File: src/rtl/tplru_pkg.sv
// Shared widths, command codes and defaults of the tree PLRU victim selector.
`timescale 1ns / 1ps
`default_nettype none

package tplru_pkg;

    // Field widths fixed by the interface
    localparam int CMD_W     = 2;
    localparam int SET_IDX_W = 6;
    localparam int WAY_W     = 4;
    localparam int MASK_W    = 16;
    localparam int LIMIT_W   = 4;

    // Command codes
    localparam logic [CMD_W-1:0] CMD_TOUCH  = 2'd0;
    localparam logic [CMD_W-1:0] CMD_INVAL  = 2'd1;
    localparam logic [CMD_W-1:0] CMD_VICTIM = 2'd2;

    // Reset value of the preserve limit register
    localparam logic [LIMIT_W-1:0] LIMIT_RESET = 4'd8;

    // Default geometry
    localparam int DEF_WAYS = 16;
    localparam int DEF_SETS = 64;

endpackage : tplru_pkg

`default_nettype wire

File: src/rtl/tree_plru_preserve_victim_select_top.sv
// Tree PLRU victim selector with a preserve tree, one set RAM holding both trees per set.
// Touch or invalidate: busy through the RAM read state, then the update and write-back state.
// Victim request: RAM read, then up to WAYS walks, one per run state, then a registered strobe.
// One transaction at a time: start is taken only while idle, not during a search or update.
// Reset: a clearing pass zeroes the set RAM, one set a cycle, with busy held high.
// The receiver cannot stall: each victim_way is shown for exactly one cycle with its strobe.
`timescale 1ns / 1ps
`default_nettype none

module tree_plru_preserve_victim_select_top #(
    parameter int WAYS = tplru_pkg::DEF_WAYS,
    parameter int SETS = tplru_pkg::DEF_SETS
) (
    input  wire                              i_clk,
    input  wire                              i_rst_n,
    // Command channel
    input  wire                              start,
    output logic                             busy,
    input  wire  [tplru_pkg::CMD_W-1:0]      i_cmd,
    input  wire  [tplru_pkg::SET_IDX_W-1:0]  i_set_index,
    input  wire  [tplru_pkg::WAY_W-1:0]      i_way,
    input  wire  [tplru_pkg::MASK_W-1:0]     i_preserve_mask,
    // Result strobe
    output logic                             o_victim_valid,
    output logic [tplru_pkg::WAY_W-1:0]      o_victim_way,
    // Configuration write channel (preserve limit)
    input  wire                              i_cfg_valid,
    output logic                             o_cfg_ready,
    input  wire  [tplru_pkg::LIMIT_W-1:0]    i_cfg_data
);

    import tplru_pkg::*;

    // ------------------------------------------------------------------
    // Geometry
    // ------------------------------------------------------------------
    localparam int TW     = WAYS - 1;                       // node bits per tree
    localparam int NW     = $clog2(2 * WAYS - 1);           // heap node index
    localparam int VW     = $clog2(WAYS);                   // way number
    localparam int LVL    = $clog2(WAYS);                   // deepest leaf level
    localparam int IW     = $clog2(WAYS);                   // walk counter
    localparam int SET_W  = (SETS > 1) ? $clog2(SETS) : 1;  // RAM address
    localparam int CNT_W  = $clog2(MASK_W + 1);             // preserved way count
    localparam int NSET_IN = 1 << SET_IDX_W;

    // Mask bits that name a real way
    localparam logic [MASK_W-1:0] WAY_MASK =
        (WAYS >= MASK_W) ? {MASK_W{1'b1}} : MASK_W'((1 << WAYS) - 1);

    // State codes
    localparam logic [1:0] S_IDLE  = 2'd0;
    localparam logic [1:0] S_LOAD  = 2'd1;
    localparam logic [1:0] S_RUN   = 2'd2;
    localparam logic [1:0] S_CLEAR = 2'd3;

    typedef struct packed {
        logic [VW-1:0] victim;   // way reached by the walk
        logic [TW-1:0] tree;     // tree with the walked path turned away
    } t_walk;

    // ------------------------------------------------------------------
    // Tree helpers
    // ------------------------------------------------------------------
    // Set every node above a leaf: toward points at the leaf, else away.
    function automatic logic [TW-1:0] f_path_update(
        input logic [TW-1:0] tree,
        input logic [NW-1:0] leaf,
        input logic          toward
    );
        logic [TW-1:0] res;
        logic [NW-1:0] node;
        logic          from_right;
        res  = tree;
        node = leaf;
        for (int l = 0; l < LVL; l++) begin
            if (node != '0) begin
                from_right = ~node[0];
                node       = (node - NW'(1)) >> 1;
                if (from_right == toward) begin
                    res = res | (TW'(1) << node);
                end else begin
                    res = res & ~(TW'(1) << node);
                end
            end
        end
        return res;
    endfunction

    // Follow the node bits down to a leaf. Every node passed points at the
    // leaf, so flipping it is the promotion of that leaf.
    function automatic t_walk f_walk(input logic [TW-1:0] tree);
        t_walk         res;
        logic [NW-1:0] node;
        logic          dir;
        res.tree = tree;
        node     = '0;
        for (int l = 0; l < LVL; l++) begin
            if (node < NW'(WAYS - 1)) begin
                dir      = |(res.tree & (TW'(1) << node));
                res.tree = res.tree ^ (TW'(1) << node);
                node     = (node << 1) + NW'(1) + NW'(dir);
            end
        end
        res.victim = VW'(node - NW'(WAYS - 1));
        return res;
    endfunction

    // ------------------------------------------------------------------
    // Set index fold: constant table of index modulo SETS
    // ------------------------------------------------------------------
    logic [SET_W-1:0] set_fold [NSET_IN];

    for (genvar k = 0; k < NSET_IN; k++) begin : g_fold
        assign set_fold[k] = SET_W'(k % SETS);
    end

    // ------------------------------------------------------------------
    // Registers
    // ------------------------------------------------------------------
    logic [1:0]          r_state,    n_state;
    logic [SET_W-1:0]    r_clr_addr, n_clr_addr;
    logic [IW-1:0]       r_iter,     n_iter;
    logic                r_valid,    n_valid;
    logic [WAY_W-1:0]    r_victim,   n_victim;
    logic [LIMIT_W-1:0]  r_limit;

    // Held transaction
    logic [CMD_W-1:0]    r_cmd;
    logic [SET_W-1:0]    r_set;
    logic [WAY_W-1:0]    r_way;
    logic [MASK_W-1:0]   r_mask;
    logic                r_want;

    // Working copies of both trees
    logic [TW-1:0]       r_lru, n_lru;
    logic [TW-1:0]       r_prs, n_prs;

    // Set RAM: {preserve tree, LRU tree} per set
    logic [2*TW-1:0]     r_mem [SETS];
    logic [2*TW-1:0]     r_rd;

    logic                accept;
    logic [MASK_W-1:0]   mask_eff;
    logic [CNT_W-1:0]    pres_cnt;
    logic                mem_we;
    logic [SET_W-1:0]    wr_addr;
    logic [2*TW-1:0]     wr_data;
    t_walk               walk;
    logic [TW-1:0]       work_tree;
    logic [MASK_W-1:0]   mask_sh;
    logic                hit;

    assign busy         = (r_state != S_IDLE);
    assign accept       = start && !busy;
    assign o_cfg_ready  = 1'b1;
    assign o_victim_valid = r_valid;
    assign o_victim_way   = r_victim;

    // Count preserved ways at accept; only ways below WAYS carry a flag
    assign mask_eff = i_preserve_mask & WAY_MASK;
    assign pres_cnt = CNT_W'($countones(mask_eff));

    // Walk the tree selected for this victim search
    assign work_tree = r_want ? r_prs : r_lru;
    assign walk      = f_walk(work_tree);
    assign mask_sh   = r_mask >> walk.victim;
    assign hit       = (mask_sh[0] == r_want);

    // ------------------------------------------------------------------
    // Next-state logic
    // ------------------------------------------------------------------
    always_comb begin
        n_state    = r_state;
        n_clr_addr = r_clr_addr;
        n_iter     = r_iter;
        n_valid    = 1'b0;
        n_victim   = r_victim;
        n_lru      = r_lru;
        n_prs      = r_prs;
        mem_we     = 1'b0;
        wr_addr    = r_set;
        wr_data    = {r_prs, r_lru};

        case (r_state)
            S_IDLE: begin
                if (accept) begin
                    n_state = S_LOAD;
                end
            end

            S_LOAD: begin
                // RAM data of the set arrives; take both trees
                n_lru   = r_rd[TW-1:0];
                n_prs   = r_rd[2*TW-1:TW];
                n_iter  = '0;
                n_state = S_RUN;
            end

            S_RUN: begin
                if (r_cmd == CMD_VICTIM) begin
                    if (hit || (r_iter == IW'(WAYS - 1))) begin
                        // Search ends: write back, strobe the way reached
                        if (!hit) begin
                            if (r_want) begin
                                wr_data = {walk.tree, r_lru};
                            end else begin
                                wr_data = {r_prs, walk.tree};
                            end
                        end
                        mem_we   = 1'b1;
                        n_valid  = 1'b1;
                        n_victim = WAY_W'(walk.victim);
                        n_state  = S_IDLE;
                    end else begin
                        // Promote the unsuitable way and walk again
                        if (r_want) begin
                            n_prs = walk.tree;
                        end else begin
                            n_lru = walk.tree;
                        end
                        n_iter = r_iter + IW'(1);
                    end
                end else begin
                    // Touch or invalidate; other codes leave the set alone
                    if (((r_cmd == CMD_TOUCH) || (r_cmd == CMD_INVAL))
                        && (7'(r_way) < 7'(WAYS))) begin
                        mem_we  = 1'b1;
                        wr_data = {r_prs,
                                   f_path_update(r_lru, NW'(WAYS - 1) + NW'(r_way),
                                                 r_cmd == CMD_INVAL)};
                    end
                    n_state = S_IDLE;
                end
            end

            S_CLEAR: begin
                // Zero one set per cycle after reset
                mem_we  = 1'b1;
                wr_addr = r_clr_addr;
                wr_data = '0;
                if (r_clr_addr == SET_W'(SETS - 1)) begin
                    n_state = S_IDLE;
                end else begin
                    n_clr_addr = r_clr_addr + SET_W'(1);
                end
            end

            default: begin
                n_state = S_IDLE;
            end
        endcase
    end

    // ------------------------------------------------------------------
    // Control registers
    // ------------------------------------------------------------------
    always_ff @(posedge i_clk) begin
        if (!i_rst_n) begin
            r_state    <= S_CLEAR;
            r_clr_addr <= '0;
            r_valid    <= 1'b0;
            r_limit    <= LIMIT_RESET;
        end else begin
            r_state    <= n_state;
            r_clr_addr <= n_clr_addr;
            r_valid    <= n_valid;
            if (i_cfg_valid && o_cfg_ready) begin
                r_limit <= i_cfg_data;
            end
        end
    end

    // ------------------------------------------------------------------
    // Payload registers
    // ------------------------------------------------------------------
    always_ff @(posedge i_clk) begin
        r_iter   <= n_iter;
        r_victim <= n_victim;
        r_lru    <= n_lru;
        r_prs    <= n_prs;
        if (accept) begin
            // Capture the transaction and decide which tree to search
            r_cmd  <= i_cmd;
            r_set  <= set_fold[i_set_index];
            r_way  <= i_way;
            r_mask <= mask_eff;
            r_want <= (pres_cnt > CNT_W'(r_limit));
        end
    end

    // ------------------------------------------------------------------
    // Set RAM, registered read output
    // ------------------------------------------------------------------
    always_ff @(posedge i_clk) begin
        if (mem_we) begin
            r_mem[wr_addr] <= wr_data;
        end
        if (accept) begin
            r_rd <= r_mem[set_fold[i_set_index]];
        end
    end

`ifndef SYNTHESIS
    // A result follows only the last cycle of a victim search
    a_valid_from_run: assert property (@(posedge i_clk) disable iff (!i_rst_n)
        r_valid |-> ($past(r_state) == S_RUN) && (r_cmd == CMD_VICTIM))
        else $error("victim strobe without a finished victim search");

    // An accepted command goes to the RAM read cycle
    a_accept_loads: assert property (@(posedge i_clk) disable iff (!i_rst_n)
        accept |=> (r_state == S_LOAD))
        else $error("accepted command did not start a RAM read");

    // The RAM is written only while updating a set or clearing
    a_write_state: assert property (@(posedge i_clk) disable iff (!i_rst_n)
        mem_we |-> (r_state == S_RUN) || (r_state == S_CLEAR))
        else $error("set RAM written outside update or clear");

    // A search ends after at most WAYS walks
    a_walk_bound: assert property (@(posedge i_clk) disable iff (!i_rst_n)
        (r_state == S_RUN) && (r_cmd == CMD_VICTIM) && (r_iter == IW'(WAYS - 1))
        |=> (r_state == S_IDLE) && r_valid)
        else $error("victim search ran past its walk limit");
`endif

endmodule : tree_plru_preserve_victim_select_top

`default_nettype wire

File: config.mk
export PLATFORM = sky130hd
export DESIGN_NAME = tree_plru_preserve_victim_select_top
export DESIGN_NICKNAME = d
export VERILOG_FILES = /design/src/rtl/tplru_pkg.sv /design/src/rtl/tree_plru_preserve_victim_select_top.sv
export SDC_FILE = /design/constraint.sdc
export NUM_CORES = 2
export LEC_CHECK = 0
export BUFFER_PORTS_ARGS = -buffer_cell sky130_fd_sc_hd__buf_4
export CAP_MARGIN = 10
export CORE_MARGIN = 5
export CORE_UTILIZATION = 56
export CTS_CLUSTER_SIZE = 28
export DETAILED_ROUTE_END_ITERATION = 6
export PLACE_DENSITY = 0.72
export REMOVE_ABC_BUFFERS = 1
export SLEW_MARGIN = 20
export SYNTH_ARGS = -nofsm -noshare
export SYNTH_HDL_FRONTEND = slang
export SYNTH_SLANG_ARGS = --single-unit
export TNS_END_PERCENT = 1
File: constraint.sdc
create_clock -name i_clk -period 15.4 [get_ports i_clk]
set_input_delay 0.77 -clock i_clk [delete_from_list [all_inputs] [get_ports i_clk]]
set_output_delay 0.77 -clock i_clk [all_outputs]
set_load 0.05 [all_outputs]
==> reports/qor.yml <==
status:
  outcome: "finished, final reports clean"
floorplan:
  die_w_microns: 390
  initial_core_util_pct: 56.3
  ios: 43
  dieArea_sq_um: 152000
  core_sq_um: 143000
  row_count: 139
  die_y_microns: 390
clocking:
  cts_sinks: 2030
  cts_repair_resize_count: 0
  htreeDepth: 4
  cts_buffers: 194
  post_cts_buffers: 0
  insertion_delay_ps: 820
  cts_root_buf: "clkbuf_16"
  cts_tree: "built"
  cts.clk_slew.worst_paths_ps: 60
  cts_hold_buffers: 0
  clockBufferDepth: 3
routing:
  drt_wl_total_microns: 195000
  drc: 0
  vias_per_cell: 6.67
  wl_per_cell_microns: 33.9
  ant_nets: 0
  drt_pass1_iterations: 5
  route.vias.total: 38500
  dr.first_iter.drc_count: 5625
sta:
  worstMarginPinSlew_ps: 1180
  hold_violations: 0
  period_minus_slack_ps: 8540
  period_share_pct: 55.5
  worst_clock_skew_ps: 27.6
  tns_ps: 0
  setup_violations: 0
  rsz0062_at_grt: "no"
  slew_headroom_pct: 20.5
  slew_violations: 0
  layout_setup_ws_ps: 6860
  max_freq_ghz: 0.117
power:
  p_leak_nw: 28.5
  finalPower_mw: 12.1
  p_per_area_nw_per_um2: 134
  vdd_ir_drop_max_v: 0.000118
grt:
  grt_pass1_vias: 37800
  grt_max_degree: 141
  grt.overflow.total: 0
  antenna_found_initial: 18
  grt_usage_pct: 25.9
  grt_pass1_wl_microns: 279000
hold_path:
  hold_path_class: "primary input to flop"
  hold_depth: 1
synthesis:
  synth_edf_count: 2017
  syn_inst: 3577
  synth_area_per_cell_sq_um: 22.6
  async_flop_share_pct: 0
  ys_types: 85
  yosysWarnings: 0
  synthFlopType: "edfxtp_1"
  synth_area_sq_um: 80800
  synth_seq_area_share_pct: 75.3
  ys_ff_latch: 2030
critical_path:
  required_ps: 15960
  worstSetupPathDepth: 25
  critPathMaxStageDelay_ps: 780
  r2r_cells: 25
  worst-path-max-fanout: 35
  arrival_ps: 9100
  critPathCaptureType: "flop"
  worstSetupPathType: "flop to flop"
  cpMaxStageDelayCell: "o2bb2ai_4"
  crit_top_cell: "ha_1"
  cp_top_family: "compound AO/OA/AOI/OAI gates"
  cp.buffers_inverters: 5
  start_kind: "flop"
placed_design:
  hpwlAfterDp_microns: 119000
  port_buffers: 41
  dpl_cell_area_sq_um: 84100
  place.gp.congestion: 0.905
  pre_cts_slack_ps: 7030
flow_run:
  maxCapViolCount: 0
final_layout:
  syn2layout_area_growth_pct: 11.8
  finalNetCount: 3782
  layout-drive-gt1-share_pct: 29.9
  stdcell_area_sq_um: 90400
[cells in the final DEF (no fill, tap or decap), drive strengths merged, types with 11 or more instances in the layout]
cell / count
bufinv: 12
nand3: 20
o21ai: 52
nor3: 25
inv: 56
mux2i: 46
edfxtp: 2017
mux4: 632
buf: 109
and2: 22
xnor2: 13
a21oi: 35
ha: 41
a21o: 32
clkinv: 92
clkbuf: 239
nand2: 70
dfxtp: 13
nor2: 125
mux2: 17
nand3b: 11
[final timing paths]
check             slack, ps            to  startpoint
setup / recovery       6860  r_mem[36][7]      r_want
hold / removal          120      r_way[1]    i_way[1]
setup reg to reg       6860  r_mem[36][7]      r_want
hold reg to reg         500    r_limit[1]  r_limit[1]
[per-layer routing]
metal / vias to the layer above / routed length [microns] / GRT usage (%)
met2: 2203 / 90500 / 38.6
li1: 15500 / - / -
met4: 8 / 6520 / 7.72
met3: 291 / 22100 / 6.41
met1: 20500 / 76100 / 38.9
met5: - / 42 / 0
[state kept, by name, summed over array words and instances, names as in the netlist]
name            flops
r_state             2
o_victim_way        4
r_rd               30
r_prs              15
r_lru              15
r_limit             4
r_mem            1920
o_victim_valid      1
r_set               6
r_mask             16
r_want              1
r_clr_addr          6
r_cmd               2
r_way               4
r_iter              4
[cell families after synthesis]
kind of cell	Yosys count	share of synthesized area [%]
XOR/XNOR	21	0.288
buffers and inverters	234	1.12
AND/OR/NAND/NOR	338	2.04
AO/OA/AOI/OAI	207	2.00
flip-flops	2030	75.3
multiplexers	695	18.4
adder cells (fa/ha/maj)	51	0.882
other	1	0.00464
[final cells by class]
| class | instances | area (sq um) |
|---|---|---|
| clock buffer | 239 | 5130 |
| fill | 9269 | 53100 |
| timing repair buffer | 109 | 970 |
| sequential | 2030 | 60800 |
| tap | 1903 | 2380 |
| inverter | 47 | 176 |
| multi-input combinational | 1313 | 19900 |
| clock inverter | 120 | 953 |
| antenna | 7 | 17.5 |
[worst reg2reg max path: stages, from the launching register on]
cell and delay, ps:
edfxtp_1 320, buf_4 380, inv_1 250, a21boi_0 390
inv_1 120, ha_1 220, ha_1 220, nor4_4 330
o31a_1 310, inv_1 110, ha_1 390, nor4b_1 600
a2111oi_2 100, and3_1 250, and2_1 170, ha_1 190
nor4_1 330, nand3_1 130, a221oi_1 360, a21oi_4 170
o21a_1 180, a21oi_2 350, nand3_1 600, o21a_1 430
o2bb2ai_4 780, buf_4 570
[Yosys cell counts, types with 8 or more instances]
cell | instances | area [sq um]
mux4_2 | 632 | 14200
o21ai_0 | 50 | 250
mux2_2 | 17 | 191
nor2_1 | 124 | 465
a22o_1 | 9 | 78.8
nand3_1 | 20 | 100
a21oi_1 | 33 | 165
ha_1 | 41 | 513
clkbuf_1 | 140 | 526
buf_1 | 37 | 139
nand2_1 | 70 | 263
fa_1 | 10 | 200
or3_1 | 9 | 56.3
nor3_1 | 23 | 115
xnor2_1 | 12 | 105
edfxtp_1 | 2017 | 60600
a31oi_1 | 8 | 50.1
nand4_1 | 8 | 50.1
inv_1 | 47 | 176
nand2b_1 | 9 | 56.3
dfxtp_1 | 13 | 260
o311ai_4 | 8 | 210
and2_1 | 19 | 119
a21o_1 | 32 | 240
mux2i_1 | 46 | 460
nand3b_1 | 11 | 82.6
[report_power, final]
part	leakage (nW)	internal, mW	switching, mW
logic	6.90	0.361	0.786
clock network	2.96	2.57	2.02
registers	18.7	6.33	0.0378
[stage by stage]
step	hold slack, ps	util [%]	cells
6_report	123	63.0	5768
2_1_floorplan	460	-	3390
5_1_grt	86.2	63.0	5761
3_5_place_dp	491	58.6	5397
3_3_place_gp	474	58.6	5397
4_1_cts	72.8	62.9	5756
Power figures use the tool's default switching activity.
